`config.mk`:
```
export PLATFORM = sky130hd
export DESIGN_NAME = lfl_step_unit
export DESIGN_NICKNAME = d
export VERILOG_FILES = /design/src/rtl/core/lfl_pkg.sv /design/src/rtl/core/lfl_step_unit.sv
export SDC_FILE = /design/constraint.sdc
export NUM_CORES = 1
export LEC_CHECK = 0
export BUFFER_PORTS_ARGS = -buffer_cell sky130_fd_sc_hd__buf_2
export CAP_MARGIN = 15
export CORE_AREA = 2 2 51 53
export DETAILED_ROUTE_END_ITERATION = 6
export DIE_AREA = 0 0 53 55
export PLACE_DENSITY = 0.63
export SYNTH_ARGS = -nofsm -noshare
export SYNTH_HDL_FRONTEND = slang
export SYNTH_SLANG_ARGS = --single-unit
```
`constraint.sdc`:
```
create_clock -name vclk -period 3.3
set_input_delay 0.165 -clock vclk [all_inputs]
set_output_delay 0.165 -clock vclk [all_outputs]
set_load 0.02 [all_outputs]
```
`src/rtl/core/lfl_pkg.sv`:
```
// ----------------------------------------------------------------------------
// Linked free list allocator package
// Shared codes, payload structs and the step unit interface types.
// ----------------------------------------------------------------------------
`default_nettype none

package lfl_pkg;

    // A link value of all ones marks the end of a chain.
    localparam logic [9:0] END_MARK          = 10'h3FF;
    localparam logic [8:0] RESERVED_AT_RESET = 9'd8;

    // Operation codes carried in the mode field.
    localparam logic [2:0] MODE_ALLOC      = 3'd0;
    localparam logic [2:0] MODE_FREE_ONE   = 3'd1;
    localparam logic [2:0] MODE_FREE_CHAIN = 3'd2;
    localparam logic [2:0] MODE_CLAIM      = 3'd3;
    localparam logic [2:0] MODE_RELEASE    = 3'd4;
    localparam logic [2:0] MODE_REBUILD    = 3'd5;

    // Status codes of a result.
    localparam logic [1:0] ST_OK         = 2'd0;
    localparam logic [1:0] ST_NO_SPACE   = 2'd1;
    localparam logic [1:0] ST_BAD_ARG    = 2'd2;
    localparam logic [1:0] ST_PRIV_EMPTY = 2'd3;

    typedef struct packed {
        logic [2:0] mode;
        logic [9:0] alloc_count;
        logic [9:0] entry_ref;
        logic [9:0] caller_head;
    } req_t;

    typedef struct packed {
        logic [1:0] status;
        logic [9:0] result_ref;
        logic [9:0] new_private_head;
        logic [9:0] free_total;
    } rsp_t;

    typedef struct packed {
        logic [9:0] a;
        logic [9:0] b;
        logic       sub;
    } step_req_t;

    typedef struct packed {
        logic [10:0] sum;
        logic        borrow;
        logic        zero;
    } step_rsp_t;

    typedef enum logic [3:0] {
        S_INIT,
        S_IDLE,
        S_START,
        S_ALLOC_RD,
        S_ALLOC_WT,
        S_FREE_RD,
        S_FREE_WT,
        S_FREE_END,
        S_CLAIM_WT,
        S_REBUILD,
        S_DONE
    } state_t;

endpackage

`default_nettype wire

```
`src/rtl/core/lfl_step_unit.sv`:
```
// ----------------------------------------------------------------------------
// Step unit
// The one adder/subtractor shared by the sequence steps: pointer and
// counter increments, free count updates and the space checks of alloc and rebuild.
// ----------------------------------------------------------------------------
`default_nettype none

module lfl_step_unit (
    input  wire lfl_pkg::step_req_t req,
    output lfl_pkg::step_rsp_t      rsp
);

    logic [10:0] sum;

    always_comb
    begin
        if (req.sub)
        begin
            sum = {1'b0, req.a} - {1'b0, req.b};
        end
        else
        begin
            sum = {1'b0, req.a} + {1'b0, req.b};
        end
    end

    assign rsp.sum    = sum;
    assign rsp.borrow = req.sub & sum[10];
    assign rsp.zero   = (sum[9:0] == 10'd0);

endmodule

`default_nettype wire
```
## Word-level counts from Yosys, hierarchy flattened

Index checks and enable logic that the tools add are counted.

| cells by class | value |
|---|---|
| bitwise operators | 1 |
| equality and inequality tests | 0 |
| reductions and logical operators | 1 |
| $mul | 0 |
| divide/modulo/power cells | 0 |
| add/subtract/negate cells | 2 |
| shift-type cells | 0 |
| order comparisons | 0 |
| multiplexer cells | 1 |

Operators by type and width:

| cell | number |
|---|---|
| $add 10x10->11 | 1 |
| $mux 11 | 1 |
| $sub 10x10->11 | 1 |
| $logic_not 10->1 | 1 |
| $and 1x1->1 | 1 |

| storage, ports and cells | value |
|---|---|
| memories | 0 |
| bits in read-only memories | 0 |
| input port bits | 21 |
| bits in registers | 0 |
| bits in writable memories | 0 |
| bits in latches | 0 |

## Longest topological paths before layout

Gate-level depths: netlist of the first run.

| logic depth | value |
|---|---|
| word-level depth | 3 |
| depth in mapped cells | 12 |
| gate-level depth less buffers | 12 |

## Least setup slack after synthesis of the first run

No wires, ideal clock.

| timing path | value |
|---|---|
| path type | input-to-output |
| from | input port req[0] in the netlist's numbering |
| to | output port rsp[0] in the netlist's numbering |
| arrival time | 2.634 ns |
| stages | 6 |
| setup slack | 0.501 ns |
| cells stage by stage | clkbuf_1 mux2i_1 fa_1 or3_2 a2111o_1 a2111oi_2 |

RTL lines:

| what | RTL line | RTL |
|---|---|---|
| start, declared | lfl_step_unit.sv:9 | `input wire lfl_pkg::step_req_t req,` |
| end, declared | lfl_step_unit.sv:10 | `output lfl_pkg::step_rsp_t rsp` |

==> results.json, run 1 <==
{
  "status": "completed",
  "cp_max_fo": 7,
  "fp.dieArea_um2": 2920,
  "wl_um": 1880,
  "finalSetupViolCount": 0,
  "first_iter_violations": 18,
  "leakagePower_uw": 0.000453,
  "post-place-ws_ps": 302,
  "drive_above_1_share_pct": 28.6,
  "grt_pass1_vias": 728,
  "finish.utilization_pct": 39.9,
  "worst_setup_path_end_kind": "output port",
  "syn2layout_area_growth_pct": 27.8,
  "final_common_cell": "buf_2",
  "final_cells": 170,
  "startpoint_type": "primary input",
  "max_cap_violations": 0,
  "dpl.hpwl_um": 1680,
  "synth_top_area_share_pct": 18.6,
  "worst_pin_slew_ps": 390,
  "overflow": 0,
  "finalCriticalPeriod_ps": 2920,
  "startpoint": "req[3]",
  "wl_per_cell_um": 11.0,
  "fmax_mhz": 342,
  "required_ps": 3130,
  "drv_slew": 0,
  "hold_viol": 0,
  "cts_hold_buffers": 0,
  "syn_area_per_cell_um2": 6.84,
  "synth_fp_nets": 141,
  "ys_seq_area_share_pct": 0,
  "num_vias": 847,
  "placed_area_um2": 938,
  "flops_and_latches": 0,
  "start_util_pct": 31.2,
  "peakVddDrop_uv": 208,
  "coreArea_um2": 2360,
  "final_area_um2": 943,
  "max_slew_margin_pct": 74.0,
  "grt_usage_pct": 13.3,
  "crit_arrival_ps": 2760,
  "fillCellCount": 256,
  "grt_pass1_wl_um": 3050,
  "hold_class": "primary input to output port",
  "synthCells": 108,
  "grt_max_degree": 12,
  "io_buffers": 34,
  "drtAntennaViolNets": 0,
  "dieHeight_um": 55,
  "hold_start": "req[0]",
  "die_w_um": 53,
  "antenna_found_initial": 0,
  "setup_ws_ps": 377,
  "rsz0062_at_grt": "no",
  "syn-cell-area_um2": 738,
  "n_clock_buffer": 0,
  "p_per_area_nw_per_um2": 307,
  "ios": 34,
  "ys.warnings.count": 0,
  "first_pass_iters": 4,
  "fin_nets": 175,
  "drc": 0,
  "synth_area_leaders": "ha_1, xnor2_1, nor2_1",
  "dp.cells": 170,
  "yosys.cell_types.count": 36,
  "crit_type": "primary input to output port",
  "fp-row-count": 18,
  "finalCritPeriodShare_pct": 88.6,
  "gp_congestion": 0.804,
  "final.setup.tns_ps": 0,
  "synth_top_cell_by_area": "ha_1",
  "final_cell_mix": "buf_2, nor2_1, ha_1, a21oi_1, xnor2_1",
  "final-seq-area_um2": 0,
  "viasPerCell": 4.98,
  "diodes": 0
}
-- critical path, stage by stage --
cell and delay, ps:
buf_2 120, nor2_1 220, nand2_1 100, nor3_2 170, nor2_1 80, xnor2_1 130
ha_1 360, a21o_1 220, a221oi_1 410, a21oi_1 130, a211o_1 310, xnor2_1 160
buf_2 180
-- cells by family after synthesis --
group	after synthesis	synth area share, %
simple gates	43	29.5
compound gates	30	28.5
xor+xnor	12	14.2
fa+ha+maj	12	21.4
buf+inv	10	5.08
mux	1	1.36
-- synthesized netlist by cell type, types with 3 or more instances --
cell / count
nor2_1: 17
ha_1: 11
a21oi_1: 10
xnor2_1: 9
inv_1: 8
nor3_1: 6
and2_1: 3
nand2_1: 3
nand3_1: 3
nor2b_1: 3
o21ai_0: 3
xor2_1: 3
-- stage by stage --
step | total power [µW] | hold WS (ps)
floorplan | 209 | 526
global placement | 285 | 745
detailed placement | 290 | 743
CTS | 291 | 745
global route | 320 | 767
finish | 289 | 740
-- repair_timing --
| item | 4_1_cts | 5_1_grt |
|---|---|---|
| gates resized for setup | 0 | 1 |
| setup endpoints to repair | 0 | 1 |
| buffers inserted | 0 | 0 |
-- where the power goes --
part	switching [µW]	leakage, µW	internal [µW]
registers	0	0	0
clock network	0	0	0
logic	173	0.000453	116
-- final cells by class --
class	instances	area, µm²	area share (%)
inverters	8	30.0	3.18
multi-input cells	98	706	74.8
well taps	30	37.5	3.98
repair buffers	34	170	18.0
-- worst paths after layout --
| path | endpoint | slack [ps] | cells past startpoint |
|---|---|---|---|
| setup / recovery | rsp[12] | 380 | 13 |
| hold / removal | rsp[1] | 740 | 4 |
-- metal layers --
metal | up-vias | track usage, % | share of wire (%)
li1 | 460 | - | -
met1 | 361 | 19.1 | 48
met2 | 26 | 24.0 | 46
met3 | 0 | 0 | 5.1
met4 | 0 | 0 | 0
met5 | - | 0 | 0
Power figures use the tool's default switching activity.
==> run 2, diff against run 1 <==
- clock period: 3.3 -> 3.8 ns (I/O delays scaled with it)
==> run 2 against run 1 <==
Against the previous run:
- critical path type unchanged
- combinational power is 13% lower
- critical path depth stayed put
- first-iteration DRC count is 17% lower
- flip-flop and latch count stayed put
- largest cell class unchanged
==> results.json, run 2 (synthesized netlist as in run 1, its figures left out) <==
{
  "crit_type": "primary input to output port",
  "viasPerCell": 4.98,
  "syn2layout_area_growth_pct": 27.1,
  "whs_path_depth": 4,
  "fmax_mhz": 325,
  "final.setup.tns_ps": 0,
  "hold_path_end": "rsp[1]",
  "post-cts-setup-buffers": 0,
  "finalCriticalPeriod_ps": 3080,
  "switching_share_pct": 59.8,
  "final_cell_mix": "buf_2, nor2_1, ha_1, a21oi_1, xnor2_1",
  "worst_setup_path_end_kind": "output port",
  "combPwrFrac_pct": 100.0,
  "fp.dieArea_um2": 2920,
  "num_vias": 847,
  "overflow": 0,
  "ctsResizeCount": 0,
  "hold-worst-slack_ps": 789,
  "setup_ws_ps": 720,
  "max_slew_margin_pct": 74.0,
  "dieHeight_um": 55,
  "cts_hold_buffers": 0,
  "io_buffers": 34,
  "finalPower_uw": 251,
  "fillCellCount": 256,
  "first_iter_violations": 15,
  "final-seq-area_um2": 0,
  "fp-row-count": 18,
  "cellInternalPower_uw": 101,
  "finalCritPeriodShare_pct": 81.0,
  "hold_class": "primary input to output port",
  "power_switching_uw": 150,
  "grt_max_degree": 12,
  "coreArea_um2": 2360,
  "worst_pin_slew_ps": 390,
  "n_clock_buffer": 0,
  "dpl.hpwl_um": 1680,
  "drv_slew": 0,
  "fin_nets": 175,
  "post-place-ws_ps": 752,
  "hold_start": "req[0]",
  "crit_arrival_ps": 2890,
  "start_util_pct": 31.2,
  "drc": 0,
  "wl_um": 1880,
  "startpoint_type": "primary input",
  "max_cap_violations": 0,
  "die_w_um": 53,
  "diodes": 0,
  "grt_pass1_wl_um": 3050,
  "final_common_cell": "buf_2",
  "rsz0062_at_grt": "no",
  "pwr-share-seq_pct": 0,
  "p_per_area_nw_per_um2": 267,
  "ios": 34,
  "drtAntennaViolNets": 0,
  "flops_and_latches": 0,
  "required_ps": 3610,
  "peakVddDrop_uv": 181,
  "drive_above_1_share_pct": 27.9,
  "hold_viol": 0,
  "cp_max_fo": 7,
  "grt_pass1_vias": 728,
  "finalSetupViolCount": 0,
  "clockPowerShare_pct": 0,
  "first_pass_iters": 4,
  "leakagePower_uw": 0.000452,
  "status": "completed",
  "wl_per_cell_um": 11.1,
  "final_cells": 170,
  "antenna_found_initial": 0,
  "dp.cells": 170,
  "gp_congestion": 0.804,
  "grt_usage_pct": 13.3
}
run 2: per-stage QoR:
stage / util [%] / instance area [µm²]
4_1_cts: 39.7 / 938
3_5_place_dp: 39.7 / 938
5_1_grt: 39.7 / 938
2_1_floorplan: - / 738
3_3_place_gp: 39.7 / 938
6_report: 39.7 / 938
run 2: area by class of cell:
class / instances / area, µm² / area share [%]
Inverter: 8 / 30.0 / 3.20
Multi-Input combinational cell: 98 / 701 / 74.7
Timing Repair Buffer: 34 / 170 / 18.1
Tap cell: 30 / 37.5 / 4.00
run 2: metal layers:
layer / GRT usage [%] / up-vias / wire (µm)
met5: 0 / - / 0
met4: 0 / 0 / 0
met3: 0 / 0 / 97
met2: 24.0 / 26 / 870
met1: 19.1 / 360 / 911
li1: - / 461 / -
run 2: how the worst max path moves through the flow:
| stage | start | to | slack, ps |
|---|---|---|---|
| after floorplan | req[0] | rsp[0] | 950 |
| after global placement | req[3] | rsp[12] | 840 |
| after detailed placement | req[3] | rsp[12] | 750 |
| after CTS | req[3] | rsp[12] | 740 |
| after global routing | req[3] | rsp[12] | 390 |
| final | req[3] | rsp[12] | 720 |
run 2: power groups by stage:
| stage | clock network, µW | logic [µW] | registers [µW] |
|---|---|---|---|
| floorplan | 0 | 181 | 0 |
| global placement | 0 | 247 | 0 |
| detailed placement | 0 | 252 | 0 |
| CTS | 0 | 253 | 0 |
| global route | 0 | 278 | 0 |
| finish | 0 | 251 | 0 |
run 2: worst max-delay path, cell delays in order:
cell and delay, ps:
buf_2 120, nor2_1 220, nand2_1 80, nor3_1 270
nor2_1 90, xnor2_1 140, ha_1 360, a21o_1 220
a221oi_1 410, a21oi_1 130, a211o_1 310, xnor2_1 160
buf_2 180
